`config.mk`:
```
export PLATFORM = sky130hd
export DESIGN_NAME = paired_cross_partition_sorter_unit_flat
export DESIGN_NICKNAME = d
export VERILOG_FILES = /design/src/rtl/core/pcps_pkg.sv /design/src/rtl/core/pcps_if.sv /design/src/rtl/core/pcps_ram.sv /design/src/rtl/core/paired_cross_partition_sorter_unit.sv /design/src/flat_wrapper.sv
export SDC_FILE = /design/constraint.sdc
export NUM_CORES = 2
export LEC_CHECK = 0
export CAP_MARGIN = 10
export CORE_MARGIN = 4
export CORE_UTILIZATION = 40
export DETAILED_ROUTE_END_ITERATION = 12
export DONT_BUFFER_PORTS = 1
export GPL_TIMING_DRIVEN = 1
export SLEW_MARGIN = 20
export SYNTH_ARGS = -nofsm -noshare
export SYNTH_HDL_FRONTEND = slang
export SYNTH_SLANG_ARGS = --single-unit
```
`constraint.sdc`:
```
create_clock -name clk -period 8.3 [get_ports clk]
set_input_delay 0.83 -clock clk [delete_from_list [all_inputs] [get_ports clk]]
set_output_delay 0.83 -clock clk [all_outputs]
set_load 0.01 [all_outputs]
```
`src/rtl/core/pcps_pkg.sv`:
```
package pcps_pkg;

	localparam int MAX_PAIRS_DEF  = 64;
	localparam int VALUE_BITS_DEF = 16;
	localparam int OUT_BITS       = 16;
	localparam int CNT_BITS       = 7;

	typedef enum logic [1:0] {
		FAULT_NONE     = 2'd0,
		FAULT_NO_MATCH = 2'd1,
		FAULT_OVERFLOW = 2'd2
	} fault_t;

	typedef enum logic [4:0] {
		ST_LOAD,
		ST_PUSH,
		ST_POP,
		ST_RANGE,
		ST_PIVOT,
		ST_FIND,
		ST_SWAP,
		ST_SWAP2,
		ST_SCAN,
		ST_CMP,
		ST_XCH1,
		ST_XCH2,
		ST_FIN,
		ST_FIN1,
		ST_FIN2,
		ST_EMIT_RD,
		ST_EMIT_LD,
		ST_EMIT_WAIT
	} state_t;

endpackage

```
`src/rtl/core/pcps_if.sv`:
```
interface pcps_in_if;
	logic        valid;
	logic        ready;
	logic [15:0] shoe_value;
	logic [15:0] toe_value;
	logic        last_pair;
	modport source (output valid, shoe_value, toe_value, last_pair, input ready);
	modport sink (input valid, shoe_value, toe_value, last_pair, output ready);
endinterface

interface pcps_out_if;
	logic        valid;
	logic        ready;
	logic [15:0] sorted_shoe;
	logic [15:0] sorted_toe;
	logic        final_result;
	logic [1:0]  fault;
	modport source (output valid, sorted_shoe, sorted_toe, final_result, fault, input ready);
	modport sink (input valid, sorted_shoe, sorted_toe, final_result, fault, output ready);
endinterface

```
`src/rtl/core/pcps_ram.sv`:
```
module pcps_ram #(
	parameter int DEPTH = 64,
	parameter int WIDTH = 16
) (
	input  logic                     clk,
	input  logic                     wr_en,
	input  logic [$clog2(DEPTH)-1:0] wr_addr,
	input  logic [WIDTH-1:0]         wr_data,
	input  logic                     rd_en,
	input  logic [$clog2(DEPTH)-1:0] rd_addr,
	output logic [WIDTH-1:0]         rd_data
);
	logic [WIDTH-1:0] mem_q [DEPTH];

	always_ff @(posedge clk) begin
		if (wr_en) begin
			mem_q[wr_addr] <= wr_data;
		end
	end

	always_ff @(posedge clk) begin
		if (rd_en) begin
			rd_data <= mem_q[rd_addr];
		end
	end
endmodule

```
`src/rtl/core/paired_cross_partition_sorter_unit.sv`:
```
// Collects up to MAX_PAIRS (shoe, toe) words, one per cycle while loading; extra
// words are dropped and flag fault 2. The word with last_pair set closes the set;
// the block then quicksorts both lists with cross comparisons only and streams out
// one sorted pair per word. Lists and the range stack live in synchronous memories
// with one read and one write port. A popped range is handled in steps: pop it
// and fetch the pivot shoe, search the toes for the matching toe, move it to the
// end, then per list compare each other position against the pivot, exchanging
// where needed, close by placing the pivot, and push the sub-ranges.
// A range with no matching toe stops after the search. Summed range sizes are
// about 1.4*n*log2(n) for shuffled data and up to n*n/2 for presorted data.
// Emission reads, loads and offers each pair in turn and waits until it is taken
// before reading the next one. Input is not taken while
// sorting or emitting. fault is 1 for a missing match, 2 for overflow; the first
// one seen holds for the whole set.
module paired_cross_partition_sorter_unit #(
	parameter int MAX_PAIRS  = pcps_pkg::MAX_PAIRS_DEF,
	parameter int VALUE_BITS = pcps_pkg::VALUE_BITS_DEF
) (
	input  logic clk,
	input  logic arst_n,
	pcps_in_if.sink    in_ch,
	pcps_out_if.source out_ch
);
	import pcps_pkg::*;

	localparam int AW = $clog2(MAX_PAIRS);
	localparam int VB = VALUE_BITS;

	state_t state_q, state_d;

	logic [CNT_BITS-1:0] cnt_q, lo_q, hi_q, w_q, m_q, j_q, mt_q, sp_q, e_q;
	fault_t              fault_q;
	logic [VB-1:0]       piv_q, tmp_q;
	logic                list_q;   // 0 toes, 1 shoes
	logic                push2_q;
	logic                oval_q, fin_q;
	logic [OUT_BITS-1:0] osh_q, oto_q;

	// memories
	logic          s_we, t_we, k_we, s_re, t_re, k_re;
	logic [AW-1:0] s_wa, t_wa, k_wa, s_ra, t_ra, k_ra;
	logic [VB-1:0] s_wd, t_wd, s_rd, t_rd;
	logic [2*CNT_BITS-1:0] k_wd, k_rd;

	pcps_ram #(.DEPTH(MAX_PAIRS), .WIDTH(VB)) u_shoe (
		.clk, .wr_en(s_we), .wr_addr(s_wa), .wr_data(s_wd),
		.rd_en(s_re), .rd_addr(s_ra), .rd_data(s_rd));
	pcps_ram #(.DEPTH(MAX_PAIRS), .WIDTH(VB)) u_toe (
		.clk, .wr_en(t_we), .wr_addr(t_wa), .wr_data(t_wd),
		.rd_en(t_re), .rd_addr(t_ra), .rd_data(t_rd));
	pcps_ram #(.DEPTH(MAX_PAIRS), .WIDTH(2*CNT_BITS)) u_stk (
		.clk, .wr_en(k_we), .wr_addr(k_wa), .wr_data(k_wd),
		.rd_en(k_re), .rd_addr(k_ra), .rd_data(k_rd));

	logic [VB-1:0]       cur_rd;
	logic [CNT_BITS-1:0] k_lo, k_hi, p_lo, p_hi;
	logic [CNT_BITS-1:0] hi_m1, k_hm1, sp_m1, j_nx, w_nx, m_nx, e_nx, n_load;
	logic                p_ok, rng_bad, match, below, ovf;
	assign cur_rd  = list_q ? s_rd : t_rd;
	assign k_lo    = k_rd[2*CNT_BITS-1:CNT_BITS];
	assign k_hi    = k_rd[CNT_BITS-1:0];
	assign hi_m1   = CNT_BITS'(hi_q - 1'b1);
	assign k_hm1   = CNT_BITS'(k_hi - 1'b1);
	assign sp_m1   = CNT_BITS'(sp_q - 1'b1);
	assign j_nx    = CNT_BITS'(j_q + 1'b1);
	assign w_nx    = CNT_BITS'(w_q + 1'b1);
	assign m_nx    = CNT_BITS'(m_q + 1'b1);
	assign e_nx    = CNT_BITS'(e_q + 1'b1);
	assign ovf     = (cnt_q == CNT_BITS'(MAX_PAIRS));
	assign n_load  = ovf ? cnt_q : CNT_BITS'(cnt_q + 1'b1);
	assign rng_bad = (k_hi > cnt_q) || (k_lo >= k_hi);
	assign match   = (t_rd == piv_q);
	assign below   = (cur_rd < piv_q);

	logic in_acc, out_acc;
	assign in_acc  = in_ch.valid && in_ch.ready;
	assign out_acc = out_ch.valid && out_ch.ready;
	assign in_ch.ready = (state_q == ST_LOAD);

	// next range to push
	always_comb begin
		p_lo = push2_q ? CNT_BITS'(mt_q + 1'b1) : lo_q;
		p_hi = push2_q ? hi_q : mt_q;
		p_ok = (p_hi > CNT_BITS'(p_lo + 1'b1)) && (sp_q < CNT_BITS'(MAX_PAIRS));
	end

	// next state
	always_comb begin
		state_d = state_q;
		case (state_q)
			ST_LOAD:  if (in_acc && in_ch.last_pair) state_d = ST_PUSH;
			ST_PUSH:  if (push2_q) state_d = ST_POP;
			ST_POP:   state_d = (sp_q == '0) ? ST_EMIT_RD : ST_RANGE;
			ST_RANGE: state_d = rng_bad ? ST_POP : ST_PIVOT;
			ST_PIVOT: state_d = ST_FIND;
			ST_FIND: begin
				if (match) state_d = ST_SWAP;
				else if (j_nx >= hi_q) state_d = ST_POP;
			end
			ST_SWAP:  state_d = ST_SWAP2;
			ST_SWAP2: state_d = ST_SCAN;
			ST_SCAN:  state_d = (w_nx >= hi_q) ? ST_FIN : ST_CMP;
			ST_CMP:   state_d = (below && m_q != w_q) ? ST_XCH1 : ST_SCAN;
			ST_XCH1:  state_d = ST_XCH2;
			ST_XCH2:  state_d = ST_SCAN;
			ST_FIN:   state_d = ST_FIN1;
			ST_FIN1:  state_d = ST_FIN2;
			ST_FIN2:  state_d = list_q ? ST_PUSH : ST_SCAN;
			ST_EMIT_RD: state_d = ST_EMIT_LD;
			ST_EMIT_LD: state_d = ST_EMIT_WAIT;
			ST_EMIT_WAIT: if (out_acc) state_d = fin_q ? ST_LOAD : ST_EMIT_RD;
			default:  state_d = ST_LOAD;
		endcase
	end

	// memory control
	always_comb begin
		s_we = 1'b0; t_we = 1'b0; k_we = 1'b0;
		s_re = 1'b0; t_re = 1'b0; k_re = 1'b0;
		s_wa = '0; t_wa = '0; k_wa = sp_q[AW-1:0];
		s_ra = '0; t_ra = '0; k_ra = sp_m1[AW-1:0];
		s_wd = '0; t_wd = '0; k_wd = {p_lo, p_hi};
		case (state_q)
			ST_LOAD: begin
				s_we = in_acc && !ovf;
				t_we = in_acc && !ovf;
				s_wa = cnt_q[AW-1:0];
				t_wa = cnt_q[AW-1:0];
				s_wd = VB'(in_ch.shoe_value);
				t_wd = VB'(in_ch.toe_value);
			end
			ST_PUSH:  k_we = p_ok;
			ST_POP:   k_re = (sp_q != '0);
			ST_RANGE: begin
				s_re = !rng_bad;
				s_ra = k_hm1[AW-1:0];
			end
			ST_PIVOT: begin
				t_re = 1'b1;
				t_ra = lo_q[AW-1:0];
			end
			ST_FIND: begin
				// on a hit fetch the toe at hi-1, else the next candidate
				if (match) begin
					t_re = 1'b1;
					t_ra = hi_m1[AW-1:0];
				end else if (j_nx < hi_q) begin
					t_re = 1'b1;
					t_ra = j_nx[AW-1:0];
				end
			end
			ST_SWAP: begin
				t_we = 1'b1;
				t_wa = j_q[AW-1:0];
				t_wd = t_rd;
			end
			ST_SWAP2: begin
				t_we = 1'b1;
				t_wa = hi_m1[AW-1:0];
				t_wd = piv_q;
			end
			ST_SCAN: begin
				if (w_nx < hi_q) begin
					s_re = list_q; t_re = !list_q;
					s_ra = w_q[AW-1:0]; t_ra = w_q[AW-1:0];
				end
			end
			ST_CMP: begin
				if (below && m_q != w_q) begin
					s_re = list_q; t_re = !list_q;
					s_ra = m_q[AW-1:0]; t_ra = m_q[AW-1:0];
				end
			end
			ST_XCH1: begin
				s_we = list_q; t_we = !list_q;
				s_wa = w_q[AW-1:0]; t_wa = w_q[AW-1:0];
				s_wd = cur_rd; t_wd = cur_rd;
			end
			ST_XCH2: begin
				s_we = list_q; t_we = !list_q;
				s_wa = m_q[AW-1:0]; t_wa = m_q[AW-1:0];
				s_wd = tmp_q; t_wd = tmp_q;
			end
			ST_FIN: begin
				s_re = list_q; t_re = !list_q;
				s_ra = m_q[AW-1:0]; t_ra = m_q[AW-1:0];
			end
			ST_FIN1: begin
				// slot hi-1 holds the pivot value in both lists
				s_we = list_q; t_we = !list_q;
				s_wa = hi_m1[AW-1:0]; t_wa = hi_m1[AW-1:0];
				s_wd = cur_rd; t_wd = cur_rd;
			end
			ST_FIN2: begin
				s_we = list_q; t_we = !list_q;
				s_wa = m_q[AW-1:0]; t_wa = m_q[AW-1:0];
				s_wd = piv_q; t_wd = piv_q;
			end
			ST_EMIT_RD: begin
				s_re = 1'b1; t_re = 1'b1;
				s_ra = e_q[AW-1:0]; t_ra = e_q[AW-1:0];
			end
			default: ;
		endcase
	end

	always_ff @(posedge clk or negedge arst_n) begin
		if (!arst_n) begin
			state_q <= ST_LOAD;
			cnt_q   <= '0;
			lo_q    <= '0;
			hi_q    <= '0;
			w_q     <= '0;
			m_q     <= '0;
			j_q     <= '0;
			mt_q    <= '0;
			sp_q    <= '0;
			e_q     <= '0;
			fault_q <= FAULT_NONE;
			piv_q   <= '0;
			tmp_q   <= '0;
			list_q  <= 1'b0;
			push2_q <= 1'b0;
			oval_q  <= 1'b0;
			fin_q   <= 1'b0;
			osh_q   <= '0;
			oto_q   <= '0;
		end else begin
			state_q <= state_d;
			case (state_q)
				ST_LOAD: if (in_acc) begin
					if (!ovf) cnt_q <= CNT_BITS'(cnt_q + 1'b1);
					else if (fault_q == FAULT_NONE) fault_q <= FAULT_OVERFLOW;
					if (in_ch.last_pair) begin
						// first push is (0, n); the second, (n+1, n), is empty
						lo_q    <= '0;
						hi_q    <= n_load;
						mt_q    <= n_load;
						push2_q <= 1'b0;
						sp_q    <= '0;
					end
				end
				ST_PUSH: begin
					if (p_ok) sp_q <= CNT_BITS'(sp_q + 1'b1);
					push2_q <= !push2_q;
				end
				ST_POP: begin
					if (sp_q != '0) sp_q <= sp_m1;
					e_q <= '0;
				end
				ST_RANGE: begin
					lo_q <= k_lo;
					hi_q <= k_hi;
				end
				ST_PIVOT: begin
					piv_q <= s_rd;
					j_q   <= lo_q;
				end
				ST_FIND: begin
					if (!match) begin
						j_q <= j_nx;
						if (j_nx >= hi_q && fault_q == FAULT_NONE)
							fault_q <= FAULT_NO_MATCH;
					end
				end
				ST_SWAP2: begin
					list_q <= 1'b0;
					w_q    <= lo_q;
					m_q    <= lo_q;
				end
				ST_CMP: begin
					if (below && m_q != w_q) begin
						tmp_q <= cur_rd;
					end else begin
						w_q <= w_nx;
						if (below) m_q <= m_nx;
					end
				end
				ST_XCH2: begin
					w_q <= w_nx;
					m_q <= m_nx;
				end
				ST_FIN2: begin
					if (!list_q) begin
						mt_q   <= m_q;
						list_q <= 1'b1;
						w_q    <= lo_q;
						m_q    <= lo_q;
					end else begin
						if (m_q != mt_q && fault_q == FAULT_NONE)
							fault_q <= FAULT_NO_MATCH;
						push2_q <= 1'b0;
					end
				end
				ST_EMIT_LD: begin
					osh_q  <= OUT_BITS'(s_rd);
					oto_q  <= OUT_BITS'(t_rd);
					fin_q  <= (e_nx == cnt_q);
					oval_q <= 1'b1;
				end
				ST_EMIT_WAIT: begin
					if (out_acc) begin
						oval_q <= 1'b0;
						e_q    <= e_nx;
						if (fin_q) begin
							cnt_q   <= '0;
							fault_q <= FAULT_NONE;
						end
					end
				end
				default: ;
			endcase
		end
	end

	assign out_ch.valid        = oval_q;
	assign out_ch.sorted_shoe  = osh_q;
	assign out_ch.sorted_toe   = oto_q;
	assign out_ch.final_result = fin_q;
	assign out_ch.fault        = fault_q;

`ifndef SYNTH
	a_no_in_busy: assert property (@(posedge clk) disable iff (!arst_n)
		in_ch.ready |-> (state_q == ST_LOAD)) else $error("ready while busy");
	a_cnt_bound: assert property (@(posedge clk) disable iff (!arst_n)
		cnt_q <= CNT_BITS'(MAX_PAIRS)) else $error("count overflow");
	a_sp_bound: assert property (@(posedge clk) disable iff (!arst_n)
		sp_q <= CNT_BITS'(MAX_PAIRS)) else $error("stack overflow");
	a_fault_code: assert property (@(posedge clk) disable iff (!arst_n)
		fault_q == FAULT_NONE || fault_q == FAULT_NO_MATCH || fault_q == FAULT_OVERFLOW)
		else $error("bad fault code");
	a_out_hold: assert property (@(posedge clk) disable iff (!arst_n)
		out_ch.valid && !out_ch.ready |=> out_ch.valid
		&& $stable({out_ch.sorted_shoe, out_ch.sorted_toe, out_ch.final_result, out_ch.fault}))
		else $error("output changed while stalled");
`endif
endmodule
```
`src/flat_wrapper.sv`:
```
// flat-port wrapper written by rule: the top's interface ports become plain ports
module paired_cross_partition_sorter_unit_flat import pcps_pkg::*;
#(
	parameter int MAX_PAIRS  = pcps_pkg::MAX_PAIRS_DEF,
	parameter int VALUE_BITS = pcps_pkg::VALUE_BITS_DEF
)
  (clk, arst_n, in_ch_valid, in_ch_shoe_value, in_ch_toe_value, in_ch_last_pair, in_ch_ready, out_ch_valid, out_ch_sorted_shoe, out_ch_sorted_toe, out_ch_final_result, out_ch_fault, out_ch_ready);
  pcps_in_if in_ch_i ();
  pcps_out_if out_ch_i ();
  input  logic clk;
  input  logic arst_n;
  input wire logic [$bits(in_ch_i.valid)-1:0] in_ch_valid;
  input wire logic [$bits(in_ch_i.shoe_value)-1:0] in_ch_shoe_value;
  input wire logic [$bits(in_ch_i.toe_value)-1:0] in_ch_toe_value;
  input wire logic [$bits(in_ch_i.last_pair)-1:0] in_ch_last_pair;
  output wire logic [$bits(in_ch_i.ready)-1:0] in_ch_ready;
  output wire logic [$bits(out_ch_i.valid)-1:0] out_ch_valid;
  output wire logic [$bits(out_ch_i.sorted_shoe)-1:0] out_ch_sorted_shoe;
  output wire logic [$bits(out_ch_i.sorted_toe)-1:0] out_ch_sorted_toe;
  output wire logic [$bits(out_ch_i.final_result)-1:0] out_ch_final_result;
  output wire logic [$bits(out_ch_i.fault)-1:0] out_ch_fault;
  input wire logic [$bits(out_ch_i.ready)-1:0] out_ch_ready;
  assign in_ch_i.valid = in_ch_valid;
  assign in_ch_i.shoe_value = in_ch_shoe_value;
  assign in_ch_i.toe_value = in_ch_toe_value;
  assign in_ch_i.last_pair = in_ch_last_pair;
  assign in_ch_ready = in_ch_i.ready;
  assign out_ch_valid = out_ch_i.valid;
  assign out_ch_sorted_shoe = out_ch_i.sorted_shoe;
  assign out_ch_sorted_toe = out_ch_i.sorted_toe;
  assign out_ch_final_result = out_ch_i.final_result;
  assign out_ch_fault = out_ch_i.fault;
  assign out_ch_i.ready = out_ch_ready;
  paired_cross_partition_sorter_unit #(.MAX_PAIRS(MAX_PAIRS), .VALUE_BITS(VALUE_BITS)) u_core (.clk(clk), .arst_n(arst_n), .in_ch(in_ch_i), .out_ch(out_ch_i));
endmodule
```
==> metrics.md <==
| Metric | Value |
|---|---|
| Max-slew violation count | 0 |
| Worst slew pin tran | ~1.2 ns |
| Post-CTS Setup Bufs | 0 |
| Grt met3 use | under 10% |
| Synth area leader | edfxtp_1 |
| Mean area per synthesized cell | roughly 15 um^2 |
| Buf/Inv on CP | 1 |
| Maximum vdd drop | between 0.3 and 0.4 mV |
| Worst-path clk slew | 0.06 ns |
| Final setup margin | about 1.2 ns |
| Final hold vios | 0 |
| Vias | 75.9k |
| Post-DRT Antenna Nets | 0 |
| Max-cap violations | 0 |
| Hold_ws | about 0.12 ns |
| CP max-delay cell | dfrtp_1 |
| Post-synth ARST share | under 10% |
| Critical path class | flip-flop to flip-flop |
| Fin Clk Skew | 0.0586 ns |
| Cells after Synth | ~8.5k |
| Worst EP required | slightly above 9 ns |
| Sink Count | about 3.1k |
| CP endpoint kind | flip-flop |
| Final period utilization | between 80% and 90% |
| Grt ovf | 0 |
| Vias in the first global route | 72.4k |
| Pwr Density | approximately 340 mW/mm^2 |
| Critical Path AT | between 7 and 8 ns |
| Mapped Area | approximately 0.13 mm^2 |
| Placed cells | roughly 12k |
| Core area | about 0.31 mm^2 |
| Normalized max-slew margin | between 20% and 30% |
| CTS hold repair buffers | 2 |
| Yosys top cell area share | 70.9% |
| Port Buffer Count | 0 |
| Worst-path cell chain | mux2_2, ha_1, a21oi_1, o21ai_0, a221oi_1, nand3_2, o211a_1, nor2_4, buf_4, nand2_1, a21oi_1, a311oi_1, a32oi_1, o211a_1 |
| Hold_sp | in_ch_valid |
| Unique cell type count in the Yosys netlist | roughly 90 |
| FF-to-FF path depth | 14 |
| Longest Clk Path Bufs | 4 |
| Drt drc | 0 |
| Wire per inst | around 28 um |
| Synth warn | 0 |
| Skew-Pair Late Insertion Delay | approximately 0.92 ns |
| Largest stage delay on the critical path | around 1.1 ns |
| Hold Path Class | input pin to flip-flop |
| Number of synthesized flops with an enable pin | 2990 |
| Die area | between 0.3 and 0.4 mm^2 |
| Placement-stage cell area | approximately 0.13 mm^2 |
| DIE WIDTH | between 500 and 600 um |
| Final WL | about 360 mm |
| Boundary Pins | 74 |
| Met1 Track Usage GR | 29.4% |
| RSZ-0062 raised after global routing | false |
| Fin cells | ~13k |
| GPL Wtd Cong | just over 0.9 |
| Reg2reg start | u_core.list_q |
| Largest net degree at the start of global routing | 140 |
| Seq/Total Area, Yosys | 73.6% |
| Final TNS setup | 0 ns |
| Gr usage total | 21.5% |
| CP top delay family | compound AO/OA/AOI/OAI gates |
| Gr busiest metal | met2 |
| Initial antenna violation count | 45 |
| TritonCTS Buffers | ~330 |
| FMAX | ~140 MHz |
| Mapped Nets | 8560 |
| Starting density of the core | about 40% |
| # rows | 206 |
| CTS resizes | 0 |
| Hold depth | 1 |
| Critical path depth | 14 |
| H-tree levels | 5 |
| Leakage power | between 40 and 50 nW |
| CP Launch Point | u_core.list_q |
| Nets | between 8k and 9k |
| TritonCTS clock tree | yes |
| DR pass1 iterations | 6 |
| Final setup fails | 0 |
| Global-route wire length before repair | between 500 and 600 mm |
| CP Max Fanout | 27 |
| Routed vias/inst | 5.80 |
| Initial DRC count | approximately 9.7k |
| Synth Register Bits | about 3.1k |
| Area Growth Syn to Fin | 13.1% |
| Area contributors post-synth | edfxtp_1 (71%), nand2_1 (5.2%), mux4_2 (5.0%) |
| Outcome | finished, final reports clean |
| Root Buffer | clkbuf_16 |
| GR Util met2 | around 34% |
| Final Cell Area | ~0.14 mm^2 |
| Die Span Y | approximately 570 um |
| Top FF cell, synth | edfxtp_1 |
| Critical path launch point type | flip-flop |
| Layout cells sized above 1 | around 14% |
| DP HPWL | about 210 mm |
| Pre-CTS setup slack | ~1.3 ns |
| Final min period | approximately 7.1 ns |
per-stage QoR:
step	util [%]	total power, mW
floorplan	-	29.4
global placement	42.1	35.0
detailed placement	42.1	35.2
CTS	45.4	49.5
global route	45.5	51.1
finish	45.5	49.3
kinds of logic (layout without fill, tap and decap cells):
family | count (synthesis) | in the layout | synth area share, %
xor+xnor | 85 | 85 | 0.588
mux | 516 | 516 | 6.90
simple gates | 2813 | 2813 | 9.55
compound gates | 1266 | 1266 | 6.74
fa+ha+maj | 63 | 63 | 0.622
other cells | 0 | 45 | 0
buf+inv | 589 | 996 | 1.98
flops | 3128 | 3128 | 73.6
sequential cells by signal, summed over array words and instances, names as in the netlist, 2 cells and up:
register,flops
u_core.u_toe.mem_q,1024
u_core.w_q,7
u_core.u_toe.rd_data,16
u_core.out_ch.fault,2
u_core.u_stk.mem_q,896
u_core.lo_q,7
u_core.u_shoe.mem_q,1024
u_core.out_ch.sorted_shoe,16
u_core.u_stk.rd_data,14
u_core.cnt_q,7
u_core.e_q,7
u_core.u_shoe.rd_data,16
u_core.hi_q,7
u_core.tmp_q,16
u_core.piv_q,16
u_core.sp_q,7
u_core.mt_q,7
u_core.j_q,7
u_core.out_ch.sorted_toe,16
u_core.m_q,7
u_core.state_q,5
layer usage:
metal | vias up | part of all wire, % | wire [um]
met3 | 719 | 8.5 | 30500
met5 | - | 0.0033 | 12
met4 | 2 | 4.8 | 17400
met1 | 38814 | 40 | 143000
li1 | 32702 | - | -
met2 | 3638 | 47 | 169000
where the power goes:
group          switching (mW)  internal, mW
logic                    9.84          4.46
clock network            6.15          8.17
registers               0.821          19.9
worst paths after layout:
path                                            end  slack, ns
setup / recovery           u_core.u_shoe.rd_data[0]       1.20
hold / removal                      u_core.cnt_q[1]       0.12
setup reg to reg           u_core.u_shoe.rd_data[0]       1.20
hold reg to reg                     u_core.tmp_q[2]       0.48
max in group asynchronous          u_core.piv_q[14]       6.83
min in group asynchronous            u_core.sp_q[6]       0.60
synthesized netlist by cell type (17+ instances only):
| library cell | number |
|---|---|
| buf_2 | 163 |
| o2111ai_1 | 20 |
| edfxtp_1 | 2990 |
| nand4_1 | 34 |
| inv_1 | 63 |
| nor2_1 | 298 |
| o221ai_1 | 31 |
| and3_1 | 246 |
| clkbuf_1 | 285 |
| nand3_1 | 355 |
| buf_1 | 55 |
| a32oi_1 | 76 |
| nor3_1 | 39 |
| nand2_1 | 1739 |
| a21o_1 | 23 |
| nor2b_1 | 27 |
| mux2_2 | 57 |
| o31ai_1 | 57 |
| nand2b_1 | 22 |
| a221oi_1 | 71 |
| o21ai_1 | 23 |
| mux4_2 | 280 |
| a21boi_0 | 65 |
| a32o_1 | 20 |
| a22o_1 | 18 |
| xnor2_1 | 58 |
| xor2_1 | 27 |
| a211oi_1 | 20 |
| a21oi_1 | 264 |
| dfrtp_1 | 138 |
| a31oi_1 | 195 |
| a222oi_1 | 18 |
| o21ai_0 | 216 |
| buf_4 | 18 |
| mux2i_1 | 179 |
| ha_1 | 63 |
| o211a_1 | 17 |
| a22oi_1 | 49 |
cell usage in the layout, fill, tap and decap left out, types with 35 or more instances in the layout:
cell type,synthesis,final
a21boi_0,65,64
a21oi_1,264,259
a221oi_1,71,71
a22oi_1,49,49
a31oi_1,195,195
a32oi_1,76,76
and3_1,246,245
buf_4,18,311
clkbuf_1,285,85
clkbuf_16,0,332
clkinv_1,2,68
clkinv_2,0,45
dfrtp_1,138,137
diode_2,0,45
edfxtp_1,2990,2990
ha_1,63,62
inv_1,63,61
mux2_2,57,57
mux2i_1,179,179
mux4_2,280,280
nand2_1,1739,1720
nand3_1,355,354
nor2_1,298,284
nor3_1,39,35
o21ai_0,216,213
o31ai_1,57,57
xnor2_1,58,55
area by class of cell:
class	instances	area [um^2]
fill	27314	172000
timing repair buffer	334	2780
tap	4160	5200
multi-input combinational	4743	31300
clock inverter	175	1690
antenna	45	113
inverter	65	244
clock buffer	422	8700
sequential	3128	93200
Note: power is estimated with default switching activity, not from simulation.
